File: src/msfc_pkg.sv
package msfc_pkg;

  // Default depth of the queue between classifier and solver
  localparam int QUEUE_DEPTH = 4;

  // Solver iteration counts
  localparam int SQ_BITS = 51;  // root bits of the discriminant
  localparam int K_BITS  = 17;  // bits of the radius ratio, Q1.16 up to 1.0
  localparam int DV_BITS = 17;  // time quotient bits kept before clamping

  localparam logic [15:0] TMAX_RESET = 16'd256;

  typedef enum logic [2:0] {
    REG_CX, REG_CY, REG_CZ, REG_RAD, REG_VX, REG_VY, REG_VZ, REG_TMAX
  } cfg_reg_t;

  typedef enum logic [1:0] {
    K_MISS, K_OVER, K_MOVE
  } kind_t;

  typedef struct packed {
    logic signed [23:0] cand_center_x;
    logic signed [23:0] cand_center_y;
    logic signed [23:0] cand_center_z;
    logic        [22:0] cand_radius;
    logic signed [23:0] cand_vel_x;
    logic signed [23:0] cand_vel_y;
    logic signed [23:0] cand_vel_z;
  } in_item_t;

  typedef struct packed {
    logic               hit;
    logic        [15:0] contact_time;
    logic signed [23:0] contact_x;
    logic signed [23:0] contact_y;
    logic signed [23:0] contact_z;
  } out_item_t;

  typedef struct packed {
    logic [2:0][23:0] c0;
    logic [22:0]      r0;
    logic [2:0][23:0] v0;
    logic [15:0]      tmax;
  } cfg_t;

  // Classified pair, one queue word
  typedef struct packed {
    kind_t            kind;
    logic [49:0]      ub;
    logic [49:0]      a;
    logic [100:0]     disc;
    logic [2:0][24:0] e;
    logic [2:0][24:0] d;
    logic [2:0][23:0] mid;
    logic [23:0]      rs;
  } cls_t;

endpackage

File: src/msfc_queue.sv
module msfc_queue #(
  parameter int DEPTH = msfc_pkg::QUEUE_DEPTH
) (
  input  logic           clk,
  input  logic           rst_n,
  input  logic           push,
  input  msfc_pkg::cls_t push_data,
  output logic           full,
  input  logic           pop,
  output msfc_pkg::cls_t head,
  output logic           empty
);
  import msfc_pkg::*;

  localparam int PW = (DEPTH > 1) ? $clog2(DEPTH) : 1;
  localparam int CW = $clog2(DEPTH + 1);

  cls_t          mem_r [DEPTH];
  logic [PW-1:0] wp_r, wp_nxt;
  logic [PW-1:0] rp_r, rp_nxt;
  logic [CW-1:0] cnt_r, cnt_nxt;

  assign head  = mem_r[rp_r];
  assign full  = cnt_r == CW'(DEPTH);
  assign empty = cnt_r == '0;

  always_comb begin
    wp_nxt  = wp_r;
    rp_nxt  = rp_r;
    cnt_nxt = cnt_r;
    if (push) begin
      wp_nxt = (wp_r == PW'(DEPTH - 1)) ? '0 : wp_r + 1'b1;
    end
    if (pop) begin
      rp_nxt = (rp_r == PW'(DEPTH - 1)) ? '0 : rp_r + 1'b1;
    end
    if (push && !pop) begin
      cnt_nxt = cnt_r + 1'b1;
    end else if (pop && !push) begin
      cnt_nxt = cnt_r - 1'b1;
    end
  end

  always_ff @(posedge clk) begin
    if (!rst_n) begin
      wp_r  <= '0;
      rp_r  <= '0;
      cnt_r <= '0;
    end else begin
      wp_r  <= wp_nxt;
      rp_r  <= rp_nxt;
      cnt_r <= cnt_nxt;
    end
  end

  always_ff @(posedge clk) begin
    if (push) begin
      mem_r[wp_r] <= push_data;
    end
  end

endmodule

File: config.mk
export PLATFORM = sky130hd
export DESIGN_NAME = msfc_queue
export DESIGN_NICKNAME = d
export VERILOG_FILES = /design/src/msfc_pkg.sv /design/src/msfc_queue.sv
export SDC_FILE = /design/constraint.sdc
export NUM_CORES = 1
export LEC_CHECK = 0
export ABC_AREA = 1
export CAP_MARGIN = 10
export CORE_ASPECT_RATIO = 1.2
export CORE_MARGIN = 10
export CORE_UTILIZATION = 32
export DETAILED_ROUTE_END_ITERATION = 12
export DONT_BUFFER_PORTS = 1
export GPL_ROUTABILITY_DRIVEN = 1
export SYNTH_ARGS = -nofsm -noshare
export SYNTH_HDL_FRONTEND = slang
export SYNTH_SLANG_ARGS = --single-unit
File: constraint.sdc
create_clock -name clk -period 18.25 [get_ports clk]
set_input_delay 3.65 -clock clk [delete_from_list [all_inputs] [get_ports clk]]
set_output_delay 3.65 -clock clk [all_outputs]
set_load 0.05 [all_outputs]
* Word level (Yosys, flattened, before mapping)
Memories as Yosys holds them, arrays and structs flattened. A register that Yosys moved wholly into a read port is not among the register bits.
Index checks and enable logic that the tools add are counted.
W data, S select, Z words.
** Storage, ports and cells
- Output and inout port bits :: 451
- Input port bits :: 453
- Memories kept :: 1
- Bits in writable memories :: 1796
- Word-level logic and storage cells :: 25
- Bits in registers :: 7
** Memory list
- mem_r :: depth 4, bits a word 449, read ports 1, clocked after memory_dff 1, wr ports 1, RTL line msfc_queue.sv:18 : cls_t mem_r [DEPTH];
** Operators by class
- Multiplexer cells :: 8
- Equal/unequal tests :: 3
- Reduce and logical (&&, ||, !) cells :: 6
- $add $sub $neg :: 4
** Operators by type and width (number)
- $mux W2 :: 4
- $mux W3 :: 2
- $add A2 B1 Y2 const B :: 2
- $eq A2 B2 Y1 const B :: 2
- $add A3 B1 Y3 const B :: 1
- $eq A3 B3 Y1 const B :: 1
- $logic_not A3 Y1 :: 1
- $sub A3 B1 Y3 const B :: 1
- $logic_and A1 B1 Y1 :: 2
- $logic_not A1 Y1 :: 2
- $mux W1 :: 2
- $reduce_bool A2 Y1 :: 1

* Depth between registers and ports, before layout
- Depth in word-level cells :: 4
- Gate-level depth with buffers :: 10
- Depth with buffers taken out :: 10

* Least setup slack after synthesis
Ideal clock, no wire load.
- Kind :: input to register
- From :: input port push
- To :: memory mem_r[3][0] in the netlist's numbering, enable pin
- Arrival :: 12.284 ns
- Path buffers :: 0
- Path slack :: 5.169 ns
- Stages :: 2
- Setup time :: 0.797 ns
- Required time :: 17.453 ns
- Path through :: nand2_1 > inv_1
** On the way
- Word-level cells in the longest chain between the ends :: 2
** RTL lines
- start, declared :: RTL line msfc_queue.sv:6 : input logic push,
- $mux W1 :: RTL line msfc_queue.sv:57 : if (push) begin
- $mux W1 (not written as such) :: RTL line msfc_queue.sv:58 : mem_r[wp_r] <= push_data;
- end, declared :: RTL line msfc_queue.sv:18
Every way passes these cells.

==> metrics.txt <==
via count approximately 37k; Slew Viols, Final 0; Worst Skew 59.78 ps; MaxCap Viol Count 0; initial core utilization 32.14%; gpl congestion 0.8303; worst r2r path cells 8; Int Pwr 6922 uW; Synth Cell Area between 0.06 and 0.07 mm^2; fmax ~0.10 GHz; post-synth cell types 26; Sw Pwr approximately 2600 uW; hold slack final between 500 and 600 ps; total grt overflow 0; CTS Hold Buffers Added 0; GR Util All Layers approximately 15%; post-route clock period utilization between 50% and 60%; Setup TNS Final 0 ps; Post-CTS Repair Setup Buffers 0; CP max stage cell o22ai_1; unrepaired setup endpoints after global routing false; Worst VDD drop 0.1008 mV; post-synthesis register bit count between 1.5k and 2k; critical path fanouts, max about 200; Comb pwr share 13.1%; cell family with most CP delay buffers and inverters; vias in the first global route around 36k; crit-path cells buf_4 -> buf_4 -> buf_4 -> buf_12 -> o21ai_0 -> o22ai_1; clk sinks between 1.5k and 2k; CP Data Required Time 14,600 ps; count of flip-flops with a built-in enable after synthesis about 1.8k; largest net degree at the start of global routing 197; hold path depth 2; post-CTS resize count 0; # rows approximately 180; Final Critical Period between 9000 and 10,000 ps; outcome finished clean; HPWL after detailed placement approximately 110,000 um; Die Span Y just over 500 um; most used cell along the critical path buf_4; TritonRoute pass-1 iters 6; CP endpoint kind output port; post-synth top area cell edfxtp_1; DRT antenna net count 0; dominant cells by area after synthesis edfxtp_1 81%, o21ai_0 6.8%, nor2_1 5.1%; Iteration-0 DRC Markers 3,273; clock power share roughly 37%; Finish-stage setup viols 0; WS Path Type reg2out; clock latency on the worst-skew pair between 800 and 900 ps; Routed WL between 150,000 and 200,000 um; htree depth 4; Die X between 400 and 500 um; nets roughly 5.0k; pre-CTS setup slack slightly below 10,000 ps; Crit path depth 6; CTS clk-pin slew, worst paths 60 ps; drt wl/cell 23.96 um; # IOs 904; top_reg_cell synth edfxtp_1; share of layout cells above drive strength 1 10.86%; clk root buf clkbuf_16; Tightest Pin Transition between 1000 and 1500 ps; CTS buffer count about 170; first-pass GRT wire length 254,000 um; slew margin rel. about an eighth; fraction of registers with async set/reset 0%; static leakage 0.02424 uW; initial antenna violation count 7; Worst Path Buf+Inv 4; DR DRC count 0; Switching Fraction a little over a quarter; final worst slack 8628 ps; Syn Inst Count between 4k and 5k; Seq pwr share 50.2%; CTS tree yes; area delta synth->final 14.49%; Die ar. between 0.2 and 0.25 mm^2; CTS max path bufs 3; largest stage delay on the critical path 940 ps; Synth Warn # 0; vias per inst 5.043; Hold Path Class reg2reg; sequential share of the synthesized area between 80% and 90%; area share of the largest cell type after synthesis 80.99%; syn avg cell area 15.13 um^2; critical path data arrival time 5970 ps; core region area around 0.21 mm^2; Critical Path Source Type flop; Pwr Total 9539 uW; Final Hold Fails 0; syn_nets 4,860; PortBufs 0; Post-synth top cells 1,796 x edfxtp_1, 901 x o21ai_0, 896 x nor2_1, 439 x o22ai_1, 210 x clkbuf_1; pwr/cell area about 130 mW/mm^2; top-count cell post-synth edfxtp_1
metrics by stage:
step / util (%) / instances / instance area [um^2]
after floorplan: - / 4400 / 66590
after global placement: 34.05 / 7098 / 70550
after detailed placement: 34.08 / 7104 / 70620
after CTS: 36.79 / 7423 / 76230
after global routing: 36.79 / 7425 / 76240
final: 36.79 / 7426 / 76240
logic make-up (layout without fill, tap and decap cells):
kind of cell | after synthesis | count (layout) | synth area share [%]
AO/OA/AOI/OAI | 1353 | 1353 | 11.11
flip-flops | 1805 | 1805 | 81.26
adder cells (fa/ha/maj) | 7 | 7 | 0.1428
buffers and inverters | 314 | 563 | 2.242
other | 0 | 2 | 0
XOR/XNOR | 1 | 1 | 0.01315
AND/OR/NAND/NOR | 920 | 920 | 5.237
cell type report:
class                   instances  area [um^2]
diodes                          2        5.005
clock buffers                 217         4558
clock inverters               102         1052
fillers                     19206       131000
inverters                      16        123.9
multi-input cells            2281        11060
flip-flops and latches       1805        54120
well taps                    2775         3472
repair buffers                228         1852
path summary, 6_finish.rpt:
path                 from       endpoint  slack (ps)
setup / recovery     flop      head[155]        8630
hold / removal    wp_r[1]        wp_r[1]         540
setup reg to reg  wp_r[0]  mem_r[2][360]       13500
hold reg to reg   wp_r[1]        wp_r[1]         540
power groups by stage:
stage | Sequential [uW] | Combinational, uW | Clock, uW
finish | 4790 | 1250 | 3500
detailed placement | 4880 | 1270 | 0
global route | 4800 | 1320 | 3740
CTS | 4790 | 1270 | 3580
floorplan | 4930 | 924 | 0
global placement | 4870 | 1250 | 0
worst reg2reg max path: stages (launching register included):
cell and delay, ps:
dfxtp_1 340, inv_1 90, ha_1 140, nand2_1 120
inv_8 530, buf_4 760, buf_4 740, buf_4 720
buf_4 820
per-layer routing:
metal  routed length, um  vias to the layer above  global-route usage [%]
li1                    -                    16918                       -
met1               65800                    18913                   17.01
met2               87590                     1345                   24.89
met3               17750                      274                   5.961
met4                6788                        0                   5.764
met5                   0                        -                       0
placed cells by master (no fill, tap or decap), types with 8 or more instances in the layout:
cell	n
bufinv_16	12
buf_6	14
buf_4	207
clkbuf_16	176
edfxtp_1	1796
clkinv_16	9
clkinv_2	26
nor2_2	10
clkinv_1	41
o21ai_0	901
o22ai_2	20
inv_8	8
nor2_1	896
o22ai_1	429
nand2_1	8
clkbuf_1	41
inv_1	10
sequential cells by signal (all words and copies together) (netlist names), named ones only:
signal	count
mem_r	1796
cnt_r	3
rp_r	2
wp_r	2
Power figures use the tool's default switching activity.
